===== config.mk =====
export PLATFORM = sky130hd
export DESIGN_NAME = eased_motion_interpolator_unit_flat
export DESIGN_NICKNAME = d
export VERILOG_FILES = /design/src/design/emi_pkg.sv /design/src/design/emi_if.sv /design/src/design/eased_motion_interpolator_unit.sv /design/src/design/emi_cfg.sv /design/src/design/emi_front.sv /design/src/design/emi_queue.sv /design/src/design/emi_back.sv /design/src/flat_wrapper.sv
export SDC_FILE = /design/constraint.sdc
export NUM_CORES = 2
export LEC_CHECK = 0
export ABC_CLOCK_PERIOD_IN_PS = 20900
export BUFFER_PORTS_ARGS = -buffer_cell sky130_fd_sc_hd__buf_2
export CAP_MARGIN = 20
export CORE_MARGIN = 8
export CORE_UTILIZATION = 60
export DETAILED_ROUTE_END_ITERATION = 8
export PLACE_DENSITY = 0.84
export SYNTH_ARGS = -nofsm -noshare
export SYNTH_HDL_FRONTEND = slang
export SYNTH_SLANG_ARGS = --single-unit

===== constraint.sdc =====
create_clock -name clk -period 20.9 [get_ports clk]
set_input_delay 3.135 -clock clk [delete_from_list [all_inputs] [get_ports clk]]
set_output_delay 3.135 -clock clk [all_outputs]
set_load 0.01 [all_outputs]

===== src/design/emi_pkg.sv =====
// ----------------------------------------------------------------------------
// emi_pkg
// Shared types and constants of the eased motion interpolator.
// ----------------------------------------------------------------------------
package emi_pkg;

  localparam int unsigned ADDR_W  = 5;
  localparam int unsigned DATA_W  = 32;
  localparam int unsigned Q_DEPTH = 2;

  localparam logic [16:0] ONE_Q16 = 17'h10000;

  // Register indexes on the configuration port.
  localparam logic [2:0] REG_START_X    = 3'd0;
  localparam logic [2:0] REG_START_Y    = 3'd1;
  localparam logic [2:0] REG_END_X      = 3'd2;
  localparam logic [2:0] REG_END_Y      = 3'd3;
  localparam logic [2:0] REG_DURATION   = 3'd4;
  localparam logic [2:0] REG_EASE_MODE  = 3'd5;
  localparam logic [2:0] REG_HOP_HEIGHT = 3'd6;

  typedef enum logic [1:0] {
    EASE_LINEAR,
    EASE_IN,
    EASE_OUT,
    EASE_BOUNCE
  } ease_t;

  typedef struct packed {
    logic signed [15:0] start_x;
    logic signed [15:0] start_y;
    logic signed [15:0] end_x;
    logic signed [15:0] end_y;
    logic [15:0]        duration;
    ease_t              ease_mode;
    logic [14:0]        hop_height;
  } cfg_t;

  // One classified item handed from the front to the back.
  typedef struct packed {
    logic [15:0] elapsed;
    logic        active;
    logic        ended;
  } job_t;

  typedef struct packed {
    logic signed [15:0] pos_x;
    logic signed [15:0] pos_y;
    logic               running;
    logic               ended;
  } out_item_t;

  typedef enum logic [2:0] {
    ST_IDLE,
    ST_DIV,
    ST_EASE,
    ST_PQ,
    ST_HOP,
    ST_X,
    ST_Y,
    ST_OUT
  } back_state_t;

endpackage


===== src/design/emi_if.sv =====
// ----------------------------------------------------------------------------
// emi_if
// Valid/ready channels of the interpolator: command items in, positions out.
// ----------------------------------------------------------------------------
interface emi_in_if;
  logic        valid;
  logic        ready;
  logic        cmd;
  logic [15:0] delta_ms;

  modport source (output valid, cmd, delta_ms, input ready);
  modport sink   (input valid, cmd, delta_ms, output ready);
endinterface

interface emi_out_if;
  logic               valid;
  logic               ready;
  logic signed [15:0] pos_x;
  logic signed [15:0] pos_y;
  logic               running;
  logic               ended;

  modport source (output valid, pos_x, pos_y, running, ended, input ready);
  modport sink   (input valid, pos_x, pos_y, running, ended, output ready);
endinterface


===== src/design/eased_motion_interpolator_unit.sv =====
// ----------------------------------------------------------------------------
// eased_motion_interpolator_unit
// Sprite tween engine: eased x/y interpolation with a parabolic hop.
// ----------------------------------------------------------------------------
//
//  Channel  Direction  Handshake           Carries
//  -------  ---------  ------------------  --------------------------------
//  in_ch    in         valid/ready         cmd, delta_ms
//  out_ch   out        valid/ready         pos_x, pos_y, running, ended
//  APB      in/out     psel/penable/pready 7 registers at byte address 4*i
//
//  When the tween is running, a job that reaches the back end passes the
//  serial progress divider and then the ease, product, hop, x, y and
//  output states; when progress is pinned at one it skips the divider.
//  The back end takes no new job until its result is in the output register.
//  Reset is synchronous and active low; it clears the tween state, the
//  registers, the job queue and the output valid.
//  The front takes an item in the cycle it is offered while the job queue
//  has room, so a waiting result does not block new input transfers.
//
// The front end applies each command to the elapsed time and armed flag at
// once, so the job it queues already carries the state after the item. The
// back end only needs the configuration, which the user must write only while the block is
// idle; the block itself does not enforce this, and then it is steady while jobs are in flight.
// ----------------------------------------------------------------------------
module eased_motion_interpolator_unit (
  input  logic                       clk,
  input  logic                       rst_n,
  emi_in_if.sink                     in_ch,
  emi_out_if.source                  out_ch,
  input  logic                       psel,
  input  logic                       penable,
  input  logic                       pwrite,
  input  logic [emi_pkg::ADDR_W-1:0] paddr,
  input  logic [emi_pkg::DATA_W-1:0] pwdata,
  output logic [emi_pkg::DATA_W-1:0] prdata,
  output logic                       pready
);
  import emi_pkg::*;

  cfg_t cfg;
  job_t push_job;
  job_t pop_job;
  logic q_push;
  logic q_full;
  logic q_pop;
  logic q_not_empty;

  // Configuration registers on the APB port.
  emi_cfg u_cfg (
    .clk     (clk),
    .rst_n   (rst_n),
    .psel    (psel),
    .penable (penable),
    .pwrite  (pwrite),
    .paddr   (paddr),
    .pwdata  (pwdata),
    .prdata  (prdata),
    .pready  (pready),
    .cfg     (cfg)
  );

  // Front end: takes commands and tracks elapsed time and the armed flag.
  emi_front u_front (
    .clk      (clk),
    .rst_n    (rst_n),
    .in_ch    (in_ch),
    .duration (cfg.duration),
    .q_full   (q_full),
    .q_push   (q_push),
    .q_data   (push_job)
  );

  // Job queue that lets the front and the back stall independently.
  emi_queue u_queue (
    .clk       (clk),
    .rst_n     (rst_n),
    .push      (q_push),
    .push_data (push_job),
    .full      (q_full),
    .pop       (q_pop),
    .not_empty (q_not_empty),
    .pop_data  (pop_job)
  );

  // Back end: progress division, easing, hop and interpolation.
  emi_back u_back (
    .clk       (clk),
    .rst_n     (rst_n),
    .cfg       (cfg),
    .job_valid (q_not_empty),
    .job       (pop_job),
    .job_pop   (q_pop),
    .out_ch    (out_ch)
  );

endmodule


===== src/design/emi_cfg.sv =====
// ----------------------------------------------------------------------------
// emi_cfg
// APB register file holding the tween endpoints, duration, curve and hop.
// ----------------------------------------------------------------------------
module emi_cfg (
  input  logic                       clk,
  input  logic                       rst_n,
  input  logic                       psel,
  input  logic                       penable,
  input  logic                       pwrite,
  input  logic [emi_pkg::ADDR_W-1:0] paddr,
  input  logic [emi_pkg::DATA_W-1:0] pwdata,
  output logic [emi_pkg::DATA_W-1:0] prdata,
  output logic                       pready,
  output emi_pkg::cfg_t              cfg
);
  import emi_pkg::*;

  cfg_t       cfg_r, cfg_nxt;
  logic [2:0] reg_idx;
  logic       wr_en;

  assign reg_idx = paddr[ADDR_W-1:2];
  assign wr_en   = psel && penable && pwrite;
  assign pready  = 1'b1;
  assign cfg     = cfg_r;

  always_comb begin
    cfg_nxt = cfg_r;
    if (wr_en) begin
      unique case (reg_idx)
        REG_START_X:    cfg_nxt.start_x    = pwdata[15:0];
        REG_START_Y:    cfg_nxt.start_y    = pwdata[15:0];
        REG_END_X:      cfg_nxt.end_x      = pwdata[15:0];
        REG_END_Y:      cfg_nxt.end_y      = pwdata[15:0];
        REG_DURATION:   cfg_nxt.duration   = pwdata[15:0];
        REG_EASE_MODE:  cfg_nxt.ease_mode  = ease_t'(pwdata[1:0]);
        REG_HOP_HEIGHT: cfg_nxt.hop_height = pwdata[14:0];
        default: ;
      endcase
    end
  end

  always_comb begin
    unique case (reg_idx)
      REG_START_X:    prdata = {16'h0, cfg_r.start_x};
      REG_START_Y:    prdata = {16'h0, cfg_r.start_y};
      REG_END_X:      prdata = {16'h0, cfg_r.end_x};
      REG_END_Y:      prdata = {16'h0, cfg_r.end_y};
      REG_DURATION:   prdata = {16'h0, cfg_r.duration};
      REG_EASE_MODE:  prdata = {30'h0, cfg_r.ease_mode};
      REG_HOP_HEIGHT: prdata = {17'h0, cfg_r.hop_height};
      default:        prdata = '0;
    endcase
  end

  always_ff @(posedge clk) begin
    if (!rst_n) begin
      cfg_r <= '0;
    end else begin
      cfg_r <= cfg_nxt;
    end
  end

endmodule


===== src/design/emi_front.sv =====
// ----------------------------------------------------------------------------
// emi_front
// Accepts commands, advances elapsed time and the armed flag, and queues
// one job per item for the back end.
// ----------------------------------------------------------------------------
module emi_front (
  input  logic          clk,
  input  logic          rst_n,
  emi_in_if.sink        in_ch,
  input  logic [15:0]   duration,
  input  logic          q_full,
  output logic          q_push,
  output emi_pkg::job_t q_data
);
  import emi_pkg::*;

  logic [15:0] elapsed_r, elapsed_nxt;
  logic        active_r, active_nxt;
  logic        ended;
  logic [16:0] sum;

  assign in_ch.ready = !q_full;
  assign q_push      = in_ch.valid && !q_full;
  assign sum         = {1'b0, elapsed_r} + {1'b0, in_ch.delta_ms};

  always_comb begin
    elapsed_nxt = elapsed_r;
    active_nxt  = active_r;
    ended       = 1'b0;
    if (in_ch.cmd) begin
      elapsed_nxt = '0;
      active_nxt  = 1'b1;
    end else if (active_r) begin
      if (sum >= {1'b0, duration}) begin
        elapsed_nxt = duration;
        active_nxt  = 1'b0;
        ended       = 1'b1;
      end else begin
        elapsed_nxt = sum[15:0];
      end
    end
  end

  assign q_data = '{elapsed: elapsed_nxt, active: active_nxt, ended: ended};

  always_ff @(posedge clk) begin
    if (!rst_n) begin
      elapsed_r <= '0;
      active_r  <= 1'b0;
    end else if (q_push) begin
      elapsed_r <= elapsed_nxt;
      active_r  <= active_nxt;
    end
  end

endmodule


===== src/design/emi_queue.sv =====
// ----------------------------------------------------------------------------
// emi_queue
// Short FIFO of jobs between the front and the back end.
// ----------------------------------------------------------------------------
module emi_queue (
  input  logic          clk,
  input  logic          rst_n,
  input  logic          push,
  input  emi_pkg::job_t push_data,
  output logic          full,
  input  logic          pop,
  output logic          not_empty,
  output emi_pkg::job_t pop_data
);
  import emi_pkg::*;

  localparam int unsigned PTR_W = (Q_DEPTH > 1) ? $clog2(Q_DEPTH) : 1;
  localparam int unsigned CNT_W = $clog2(Q_DEPTH + 1);

  job_t             mem_r [Q_DEPTH];
  logic [PTR_W-1:0] wr_ptr_r, wr_ptr_nxt;
  logic [PTR_W-1:0] rd_ptr_r, rd_ptr_nxt;
  logic [CNT_W-1:0] cnt_r, cnt_nxt;
  logic             do_push, do_pop;

  assign full      = (cnt_r == CNT_W'(Q_DEPTH));
  assign not_empty = (cnt_r != '0);
  assign do_push   = push && !full;
  assign do_pop    = pop && not_empty;
  assign pop_data  = mem_r[rd_ptr_r];

  always_comb begin
    wr_ptr_nxt = wr_ptr_r;
    rd_ptr_nxt = rd_ptr_r;
    if (do_push) begin
      wr_ptr_nxt = (wr_ptr_r == PTR_W'(Q_DEPTH - 1)) ? '0 : wr_ptr_r + 1'b1;
    end
    if (do_pop) begin
      rd_ptr_nxt = (rd_ptr_r == PTR_W'(Q_DEPTH - 1)) ? '0 : rd_ptr_r + 1'b1;
    end
    cnt_nxt = cnt_r + CNT_W'(do_push) - CNT_W'(do_pop);
  end

  always_ff @(posedge clk) begin
    if (!rst_n) begin
      wr_ptr_r <= '0;
      rd_ptr_r <= '0;
      cnt_r    <= '0;
    end else begin
      wr_ptr_r <= wr_ptr_nxt;
      rd_ptr_r <= rd_ptr_nxt;
      cnt_r    <= cnt_nxt;
    end
  end

  always_ff @(posedge clk) begin
    if (do_push) begin
      mem_r[wr_ptr_r] <= push_data;
    end
  end

endmodule


===== src/design/emi_back.sv =====
// ----------------------------------------------------------------------------
// emi_back
// Sequencer that turns one job into a position: serial divider for progress,
// then one shared multiplier for the curve, the hop arc and both lerps.
// ----------------------------------------------------------------------------
module emi_back (
  input  logic          clk,
  input  logic          rst_n,
  input  emi_pkg::cfg_t cfg,
  input  logic          job_valid,
  input  emi_pkg::job_t job,
  output logic          job_pop,
  emi_out_if.source     out_ch
);
  import emi_pkg::*;

  localparam logic [19:0] SEG1_LIM = 20'd262144;   // 4.0 in 11p units
  localparam logic [19:0] SEG2_LIM = 20'd524288;   // 8.0
  localparam logic [19:0] SEG3_LIM = 20'd655360;   // 10.0
  localparam logic signed [21:0] SEG1_CTR = 22'sd393216;
  localparam logic signed [21:0] SEG2_CTR = 22'sd589824;
  localparam logic signed [21:0] SEG3_CTR = 22'sd1376256;
  localparam logic [17:0] OFS1 = 18'd49152;
  localparam logic [17:0] OFS2 = 18'd61440;
  localparam logic [17:0] OFS3 = 18'd64512;

  function automatic logic signed [15:0] sat16(input logic signed [18:0] v);
    if (v > 19'sd32767) begin
      sat16 = 16'sh7fff;
    end else if (v < -19'sd32768) begin
      sat16 = 16'sh8000;
    end else begin
      sat16 = v[15:0];
    end
  endfunction

  back_state_t        state_r, state_nxt;
  logic [3:0]         cnt_r, cnt_nxt;
  logic [15:0]        rem_r, rem_nxt;
  logic [15:0]        quo_r, quo_nxt;
  logic [16:0]        p_r, p_nxt;
  logic [1:0]         seg_r, seg_nxt;
  logic [16:0]        e_r, e_nxt;
  logic [15:0]        hop_r, hop_nxt;
  logic signed [17:0] x_r, x_nxt;
  job_t               job_r, job_nxt;
  logic               out_valid_r, out_valid_nxt;
  out_item_t          out_data_r, out_data_nxt;

  logic signed [19:0] mult_a;
  logic signed [31:0] mult_b;
  logic signed [51:0] prod_nxt, prod_r;

  logic [16:0]        div_t;
  logic               div_ge;
  logic [16:0]        div_diff;
  logic               force_one;

  logic [19:0]        s_w;
  logic [1:0]         seg_c;
  logic signed [21:0] bd;
  logic [21:0]        bd_mag;
  logic [18:0]        sq_op;
  logic [16:0]        one_minus_p;

  logic [32:0]        rnd16;
  logic [36:0]        rnd20;
  logic [32:0]        rnd22;
  logic [17:0]        bounce_sum;
  logic [16:0]        e_calc;

  logic signed [51:0] lerp_sum;
  logic signed [17:0] lerp_q;
  logic signed [51:0] hop_sum;
  logic signed [17:0] y_lerp;
  logic signed [18:0] y_full;

  assign div_t     = {rem_r, 1'b0};
  assign div_ge    = div_t >= {1'b0, cfg.duration};
  assign div_diff  = div_t - {1'b0, cfg.duration};
  assign force_one = !job.active || (cfg.duration == '0) || (job.elapsed >= cfg.duration);

  assign one_minus_p = ONE_Q16 - p_r;
  assign s_w         = {3'b0, p_r} * 20'd11;

  always_comb begin
    if (s_w < SEG1_LIM) begin
      seg_c = 2'd0;
      bd    = $signed({2'b0, s_w});
    end else if (s_w < SEG2_LIM) begin
      seg_c = 2'd1;
      bd    = $signed({2'b0, s_w}) - SEG1_CTR;
    end else if (s_w < SEG3_LIM) begin
      seg_c = 2'd2;
      bd    = $signed({2'b0, s_w}) - SEG2_CTR;
    end else begin
      seg_c = 2'd3;
      bd    = $signed({1'b0, s_w, 1'b0}) - SEG3_CTR;
    end
    bd_mag = bd[21] ? 22'(-bd) : 22'(bd);
  end

  always_comb begin
    case (cfg.ease_mode)
      EASE_OUT:    sq_op = {2'b0, one_minus_p};
      EASE_BOUNCE: sq_op = bd_mag[18:0];
      default:     sq_op = {2'b0, p_r};
    endcase
  end

  // Curve value from the registered square.
  assign rnd16 = prod_r[32:0] + 33'd32768;
  assign rnd20 = prod_r[36:0] + 37'd524288;
  assign rnd22 = prod_r[32:0] + 33'd2097152;

  always_comb begin
    case (seg_r)
      2'd0:    bounce_sum = {1'b0, rnd20[36:20]};
      2'd1:    bounce_sum = {1'b0, rnd20[36:20]} + OFS1;
      2'd2:    bounce_sum = {1'b0, rnd20[36:20]} + OFS2;
      default: bounce_sum = {7'b0, rnd22[32:22]} + OFS3;
    endcase
    case (cfg.ease_mode)
      EASE_IN:     e_calc = rnd16[32:16];
      EASE_OUT:    e_calc = ONE_Q16 - rnd16[32:16];
      EASE_BOUNCE: e_calc = (bounce_sum > {1'b0, ONE_Q16}) ? ONE_Q16 : bounce_sum[16:0];
      default:     e_calc = p_r;
    endcase
  end

  assign lerp_sum = prod_r + 52'sd32768;
  assign lerp_q   = lerp_sum[33:16];
  assign hop_sum  = prod_r + 52'sd536870912;
  assign y_lerp   = $signed({{2{cfg.start_y[15]}}, cfg.start_y}) + lerp_q;
  assign y_full   = $signed({y_lerp[17], y_lerp}) - $signed({3'b0, hop_r});

  assign prod_nxt = mult_a * mult_b;

  always_comb begin
    state_nxt     = state_r;
    cnt_nxt       = cnt_r;
    rem_nxt       = rem_r;
    quo_nxt       = quo_r;
    p_nxt         = p_r;
    seg_nxt       = seg_r;
    e_nxt         = e_r;
    hop_nxt       = hop_r;
    x_nxt         = x_r;
    job_nxt       = job_r;
    out_valid_nxt = out_valid_r && !out_ch.ready;
    out_data_nxt  = out_data_r;
    job_pop       = 1'b0;
    mult_a        = '0;
    mult_b        = '0;
    unique case (state_r)
      ST_IDLE: begin
        if (job_valid) begin
          job_pop = 1'b1;
          job_nxt = job;
          if (force_one) begin
            p_nxt     = ONE_Q16;
            state_nxt = ST_EASE;
          end else begin
            rem_nxt   = job.elapsed;
            quo_nxt   = '0;
            cnt_nxt   = '0;
            state_nxt = ST_DIV;
          end
        end
      end
      ST_DIV: begin
        rem_nxt = div_ge ? div_diff[15:0] : div_t[15:0];
        quo_nxt = {quo_r[14:0], div_ge};
        cnt_nxt = cnt_r + 1'b1;
        if (cnt_r == 4'd15) begin
          p_nxt     = {1'b0, quo_r[14:0], div_ge};
          state_nxt = ST_EASE;
        end
      end
      ST_EASE: begin
        seg_nxt   = seg_c;
        mult_a    = $signed({1'b0, sq_op});
        mult_b    = $signed({13'b0, sq_op});
        state_nxt = ST_PQ;
      end
      ST_PQ: begin
        e_nxt     = e_calc;
        mult_a    = $signed({3'b0, p_r});
        mult_b    = $signed({15'b0, one_minus_p});
        state_nxt = ST_HOP;
      end
      ST_HOP: begin
        mult_a    = $signed({5'b0, cfg.hop_height});
        mult_b    = $signed({1'b0, prod_r[30:0]});
        state_nxt = ST_X;
      end
      ST_X: begin
        hop_nxt   = hop_sum[45:30];
        mult_a    = 20'(($signed({cfg.end_x[15], cfg.end_x})
                         - $signed({cfg.start_x[15], cfg.start_x})));
        mult_b    = $signed({15'b0, e_r});
        state_nxt = ST_Y;
      end
      ST_Y: begin
        x_nxt     = $signed({{2{cfg.start_x[15]}}, cfg.start_x}) + lerp_q;
        mult_a    = 20'(($signed({cfg.end_y[15], cfg.end_y})
                         - $signed({cfg.start_y[15], cfg.start_y})));
        mult_b    = $signed({15'b0, e_r});
        state_nxt = ST_OUT;
      end
      ST_OUT: begin
        if (!out_valid_r || out_ch.ready) begin
          out_valid_nxt        = 1'b1;
          out_data_nxt.pos_x   = sat16($signed({x_r[17], x_r}));
          out_data_nxt.pos_y   = sat16(y_full);
          out_data_nxt.running = job_r.active;
          out_data_nxt.ended   = job_r.ended;
          state_nxt            = ST_IDLE;
        end
      end
      default: state_nxt = ST_IDLE;
    endcase
  end

  always_ff @(posedge clk) begin
    if (!rst_n) begin
      state_r     <= ST_IDLE;
      cnt_r       <= '0;
      out_valid_r <= 1'b0;
    end else begin
      state_r     <= state_nxt;
      cnt_r       <= cnt_nxt;
      out_valid_r <= out_valid_nxt;
    end
  end

  always_ff @(posedge clk) begin
    rem_r      <= rem_nxt;
    quo_r      <= quo_nxt;
    p_r        <= p_nxt;
    seg_r      <= seg_nxt;
    e_r        <= e_nxt;
    hop_r      <= hop_nxt;
    x_r        <= x_nxt;
    job_r      <= job_nxt;
    out_data_r <= out_data_nxt;
    // The y lerp is still formed from the product while the finished
    // position waits for the output register, so it is held there.
    if (state_r != ST_OUT) begin
      prod_r <= prod_nxt;
    end
  end

  assign out_ch.valid   = out_valid_r;
  assign out_ch.pos_x   = out_data_r.pos_x;
  assign out_ch.pos_y   = out_data_r.pos_y;
  assign out_ch.running = out_data_r.running;
  assign out_ch.ended   = out_data_r.ended;

  a_result_loaded: assert property (@(posedge clk) disable iff (!rst_n)
    (state_r == ST_OUT && (!out_valid_r || out_ch.ready)) |=> out_valid_r)
    else $error("finished position was not loaded into the output register");

  a_pop_idle: assert property (@(posedge clk) disable iff (!rst_n)
    job_pop |-> (state_r == ST_IDLE && job_valid))
    else $error("job taken from the queue outside the idle state");

  a_progress_range: assert property (@(posedge clk) disable iff (!rst_n)
    (state_r == ST_EASE) |-> (p_r <= ONE_Q16))
    else $error("progress exceeds one");

  a_end_not_running: assert property (@(posedge clk) disable iff (!rst_n)
    (out_valid_r && out_data_r.ended) |-> !out_data_r.running)
    else $error("finishing item reports the tween still running");

endmodule

===== src/flat_wrapper.sv =====
// flat-port wrapper written by rule: the top's interface ports become plain ports
module eased_motion_interpolator_unit_flat import emi_pkg::*;
  (clk, rst_n, psel, penable, pwrite, paddr, pwdata, prdata, pready, in_ch_valid, in_ch_cmd, in_ch_delta_ms, in_ch_ready, out_ch_valid, out_ch_pos_x, out_ch_pos_y, out_ch_running, out_ch_ended, out_ch_ready);
  emi_in_if in_ch_i ();
  emi_out_if out_ch_i ();
  input  logic clk;
  input  logic rst_n;
  input  logic psel;
  input  logic penable;
  input  logic pwrite;
  input  logic [emi_pkg::ADDR_W-1:0] paddr;
  input  logic [emi_pkg::DATA_W-1:0] pwdata;
  output logic [emi_pkg::DATA_W-1:0] prdata;
  output logic pready;
  input wire logic [$bits(in_ch_i.valid)-1:0] in_ch_valid;
  input wire logic [$bits(in_ch_i.cmd)-1:0] in_ch_cmd;
  input wire logic [$bits(in_ch_i.delta_ms)-1:0] in_ch_delta_ms;
  output wire logic [$bits(in_ch_i.ready)-1:0] in_ch_ready;
  output wire logic [$bits(out_ch_i.valid)-1:0] out_ch_valid;
  output wire logic [$bits(out_ch_i.pos_x)-1:0] out_ch_pos_x;
  output wire logic [$bits(out_ch_i.pos_y)-1:0] out_ch_pos_y;
  output wire logic [$bits(out_ch_i.running)-1:0] out_ch_running;
  output wire logic [$bits(out_ch_i.ended)-1:0] out_ch_ended;
  input wire logic [$bits(out_ch_i.ready)-1:0] out_ch_ready;
  assign in_ch_i.valid = in_ch_valid;
  assign in_ch_i.cmd = in_ch_cmd;
  assign in_ch_i.delta_ms = in_ch_delta_ms;
  assign in_ch_ready = in_ch_i.ready;
  assign out_ch_valid = out_ch_i.valid;
  assign out_ch_pos_x = out_ch_i.pos_x;
  assign out_ch_pos_y = out_ch_i.pos_y;
  assign out_ch_running = out_ch_i.running;
  assign out_ch_ended = out_ch_i.ended;
  assign out_ch_i.ready = out_ch_ready;
  eased_motion_interpolator_unit u_core (.clk(clk), .rst_n(rst_n), .in_ch(in_ch_i), .out_ch(out_ch_i), .psel(psel), .penable(penable), .pwrite(pwrite), .paddr(paddr), .pwdata(pwdata), .prdata(prdata), .pready(pready));
endmodule

==> impl.org <==
** Layout
- Measured on the finished design, the core utilization comes to 64.11%.
- The post-route netlist has 6.378% of its cells at a drive strength greater than 1.
- Syn-to-layout area delta :: 5.753%
- Diodes inserted :: 0
- Nets :: 6,127

** Timing
- The number of hold violations in the final report came to 0.
- The clock arrives with 31.14 ps of skew.
- Worst slack on hold paths :: 434.3 ps
- Total negative slack for setup checks :: 0 ps
- At the pin with the least slew margin, the transition time is 1218 ps.
- Across all setup checks in the final design, the least slack found is 5695 ps.
- Static timing analysis puts the maximum clock frequency at 65.77 MHz.
- RSZ-0062 raised after global routing :: false
- The count of final max-slew check failures is 0.
- The worst pin sits at a relative slew slack of 18.78%.
- Final setup violation count :: 0
- The worst path uses 72.75% of the clock period.
- Minimum period implied by the final worst setup slack :: 15,200 ps

** Logic synthesis
- The most used flip-flop cell after synthesis is sky130_fd_sc_hd__edfxtp_1.
- Count of yosys warnings during synthesis :: 0
- Number of enable flip-flop cells after synthesis :: 219
- The share of the Yosys chip area taken by registers is 20.20%.
- After technology mapping, the gate count stands at 5,189.
- The average instance in the mapped netlist occupies 8.698 µm².
- Area of the mapped netlist :: 0.04513 mm²
- Proportion of register bits with asynchronous set or reset after synthesis :: 0%
- Seq cells post-synth :: 346
- In this run, distinct cell masters in the synthesized netlist total 109.

** Global route
- The via count of the first global-routing pass was 38,120.
- First-pass GRT wire length :: 210,700 µm
- Initial antenna violation count :: 4
- Total track usage :: 31.43%
- Entering global routing, the biggest net connects 114 pins.
- For this run the aggregate overflow at the end of global routing stands at 0.

** Die
- Die extent in y :: 290.3 µm
- The total area inside the core boundary comes to 0.07445 mm².
- Width of the die :: 290.3 µm
- Die ar. :: 0.08425 mm²
- Core Rows :: 100
- During I/O placement, the number of pins put on the boundary was 130.
- For this configuration, the core starts out at a cell density of 60.62%.

** Place
- Final estimated routing congestion in global placement :: 1.008
- Post-DP HPWL :: 104,700 µm
- During placement, the flow inserted port buffers numbering 94.
- Post-placement setup slack :: 6084 ps

** Setup path
- Crit path DAT :: 15,540 ps
- CP max stage cell :: sky130_fd_sc_hd__edfxtp_1
- In this run the critical register-to-register path is launched from u_core.u_back.p_r[8].
- Startpoint-to-endpoint class of the critical path :: reg -> reg
- At the worst endpoint, the required time is 21,230 ps.
- Endpoint of the worst-slack reg-to-reg timing path :: u_core.u_back.prod_r[45]
- Type of destination of the critical path :: flip-flop
- Longest individual stage delay on the worst path :: 780 ps
- The worst setup path is launched from a flip-flop.
- Cell repeated most along the worst path :: sky130_fd_sc_hd__inv_1
- Counting cells, the worst reg-to-reg path comes to 50.
- Top fanout value on the critical path :: 29
- The setup check on the worst reg-to-reg path leaves a slack of 5700 ps.

** Route
- Detailed Route WL :: 134,600 µm
- Max layer used :: met4
- Amount of wire on met2 after detailed routing :: 59,050 µm
- After detailed routing, the average wire length per cell comes to 21.81 µm.
- DRC violation total after the first TritonRoute iteration :: 4,233
- In this run the remaining antenna-violating nets after routing total 0.
- Routed length on met3 :: 16,070 µm
- Avg Vias per Cell :: 6.155
- The final route contains 38,000 vias.
- For this run, design rule violations remaining after detail routing come to 0.
- The pre-antenna-repair detailed-routing pass consisted of 6 iterations.
- Post-route met1 wirelength :: 51,140 µm

** Worst hold path
- Capture endpoint of the worst hold path :: u_core.u_back.out_ch.running
- In this run the most critical hold path is launched from u_core.u_back.job_r[1].
- The path class of the tightest hold or removal check is reg -> reg.
- Cell depth of the worst min-delay path :: 0

** Power and ir drop
- Clock network fraction of design power :: 12.0%
- The worst-case IR drop observed on VDD is 0.3344 mV.
- Power share of the sequential group :: 18.0%
- Final Total Pwr :: 0.005848 W
- In this run switching power makes up 53.97% of total power.
- For this design the total switching power over the nets is 0.003156 W.
- Internal power comes to 0.002692 W.
- Share of power burned in combinational logic :: 70.0%
- Power density over the cells :: 122.5 mW/mm²
- The analysis attributes to cell leakage a power of 21.71 nW.

** Clock network
- The tree is rooted in a sky130_fd_sc_hd__clkbuf_16.
- Gates resized during post-CTS repair numbered 0.
- Latest clock arrival within the worst-skew pair :: 550 ps
- CTS max path bufs :: 3
- Sinks on the clock net :: 346
- TritonCTS built the clock tree.
- The number of clock buffers added by TritonCTS is 37.
- Post-CTS timing repair inserted 0 buffers for setup.
- For this design, the CTS-stage hold fixing added 0 buffers.
- After clock tree synthesis, the clock-pin slew on the worst setup and hold paths is 70 ps.
- The H-tree generated during clock tree synthesis spans 2 levels.

** Status
- Result of the run :: finished clean

** Job
- Max-cap violations :: 0
[how the worst max path moves through the flow]
stage                                     from                        to  depth (start not counted)
after floorplan           u_core.u_back.p_r[7]  u_core.u_back.prod_r[45]                         54
after global placement    u_core.u_back.p_r[9]  u_core.u_back.prod_r[45]                         49
after global routing      u_core.u_back.p_r[9]  u_core.u_back.prod_r[43]                         51
after CTS                 u_core.u_back.p_r[9]  u_core.u_back.prod_r[45]                         49
final                     u_core.u_back.p_r[8]  u_core.u_back.prod_r[45]                         50
after detailed placement  u_core.u_back.p_r[9]  u_core.u_back.prod_r[45]                         49
[kinds of logic (layout without fill, tap and decap cells)]
group	after synthesis	after routing	synth area share [%]
flip-flops	346	346	20.20
adder cells (fa/ha/maj)	890	890	33.53
AO/OA/AOI/OAI	904	904	13.63
XOR/XNOR	236	236	4.613
other	2	55	0.01664
multiplexers	96	96	2.370
AND/OR/NAND/NOR	1654	1654	16.43
buffers and inverters	1061	1024	9.207
[placed cells by master, fill, tap and decap left out, types with 27 or more instances in the layout]
master / n
sky130_fd_sc_hd__a211oi_1: 41
sky130_fd_sc_hd__a21boi_0: 89
sky130_fd_sc_hd__a21o_1: 56
sky130_fd_sc_hd__a21oi_1: 210
sky130_fd_sc_hd__a22oi_1: 35
sky130_fd_sc_hd__a31oi_1: 30
sky130_fd_sc_hd__and2_1: 73
sky130_fd_sc_hd__and3_1: 44
sky130_fd_sc_hd__buf_2: 95
sky130_fd_sc_hd__buf_4: 57
sky130_fd_sc_hd__clkbuf_16: 37
sky130_fd_sc_hd__conb_1: 55
sky130_fd_sc_hd__dfxtp_1: 126
sky130_fd_sc_hd__edfxtp_1: 219
sky130_fd_sc_hd__fa_1: 533
sky130_fd_sc_hd__ha_1: 356
sky130_fd_sc_hd__inv_1: 795
sky130_fd_sc_hd__mux2_2: 27
sky130_fd_sc_hd__mux2i_1: 63
sky130_fd_sc_hd__nand2_1: 670
sky130_fd_sc_hd__nand2b_1: 52
sky130_fd_sc_hd__nand3_1: 75
sky130_fd_sc_hd__nand4_1: 28
sky130_fd_sc_hd__nor2_1: 465
sky130_fd_sc_hd__nor2b_1: 54
sky130_fd_sc_hd__nor3_1: 76
sky130_fd_sc_hd__o211ai_1: 29
sky130_fd_sc_hd__o21a_1: 30
sky130_fd_sc_hd__o21ai_0: 151
sky130_fd_sc_hd__o22ai_1: 28
sky130_fd_sc_hd__or3_1: 30
sky130_fd_sc_hd__xnor2_1: 167
sky130_fd_sc_hd__xor2_1: 67
[flip-flops by register name, summed over array words and instances, names as in the netlist, 17 cells and up, named ones only]
name                  flops
u_core.u_back.p_r        17
u_core.u_queue.mem_r     36
u_core.u_cfg.cfg         97
u_core.u_back.e_r        17
u_core.u_back.x_r        18
u_core.u_back.prod_r     46
[metal layers]
layer	vias to the layer above	GRT usage (%)
li1	16970	-
met1	18440	40.80
met2	2109	48.63
met3	490	7.644
met4	0	16.46
met5	-	0
[power groups by stage]
| stage | sequential [W] | clock (W) | combinational, W |
|---|---|---|---|
| finish | 0.00105 | 0.000703 | 0.00409 |
| detailed placement | 0.00105 | 0 | 0.00394 |
| global route | 0.00105 | 0.000729 | 0.00447 |
| floorplan | 0.000916 | 0 | 0.00309 |
| global placement | 0.00105 | 0 | 0.00385 |
| CTS | 0.00104 | 0.000704 | 0.00398 |
[layout make-up]
type / count / area, µm²
multi-input cells: 3835 / 32160
fillers: 5956 / 26720
flip-flops and latches: 346 / 9120
inverters: 800 / 3003
well taps: 969 / 1212
repair buffers: 157 / 979.7
clock buffers: 41 / 950.9
clock inverters: 26 / 301.5
[cell usage after synthesis (54+ instances only)]
library cell / n / area [µm²]
sky130_fd_sc_hd__nor2b_1: 55 / 344.1
sky130_fd_sc_hd__nand2_1: 670 / 2515
sky130_fd_sc_hd__nor2_1: 467 / 1753
sky130_fd_sc_hd__buf_2: 54 / 270.3
sky130_fd_sc_hd__clkbuf_1: 169 / 634.4
sky130_fd_sc_hd__a21oi_1: 210 / 1051
sky130_fd_sc_hd__a21boi_0: 89 / 668.1
sky130_fd_sc_hd__nor3_1: 80 / 400.4
sky130_fd_sc_hd__o21ai_0: 152 / 760.7
sky130_fd_sc_hd__and2_1: 73 / 456.7
sky130_fd_sc_hd__a21o_1: 56 / 420.4
sky130_fd_sc_hd__nand3_1: 76 / 380.4
sky130_fd_sc_hd__dfxtp_1: 127 / 2542
sky130_fd_sc_hd__fa_1: 533 / 10670
sky130_fd_sc_hd__xnor2_1: 167 / 1463
sky130_fd_sc_hd__xor2_1: 67 / 586.8
sky130_fd_sc_hd__mux2i_1: 63 / 630.6
sky130_fd_sc_hd__edfxtp_1: 219 / 6576
sky130_fd_sc_hd__inv_1: 795 / 2984
sky130_fd_sc_hd__ha_1: 356 / 4454
[per-stage QoR]
step                      cell area [µm²]  instances
after global placement              46370       6098
after floorplan                     45330       5242
final                               47730       6174
after CTS                           47660       6167
after detailed placement            46410       6100
after global routing                47730       6174
[worst max-delay path, delay by kind of cell, from the launching register on]
family / cells / cell delay [ps]
AOI/OAI and AO/OA: 17 / 4680
adders and majority gates: 11 / 5070
buffers and inverters: 12 / 1620
DFF: 1 / 780
xor gates and xnor gates: 1 / 220
and+or+nand+nor: 9 / 2630
(Power assumes the default switching activity.)
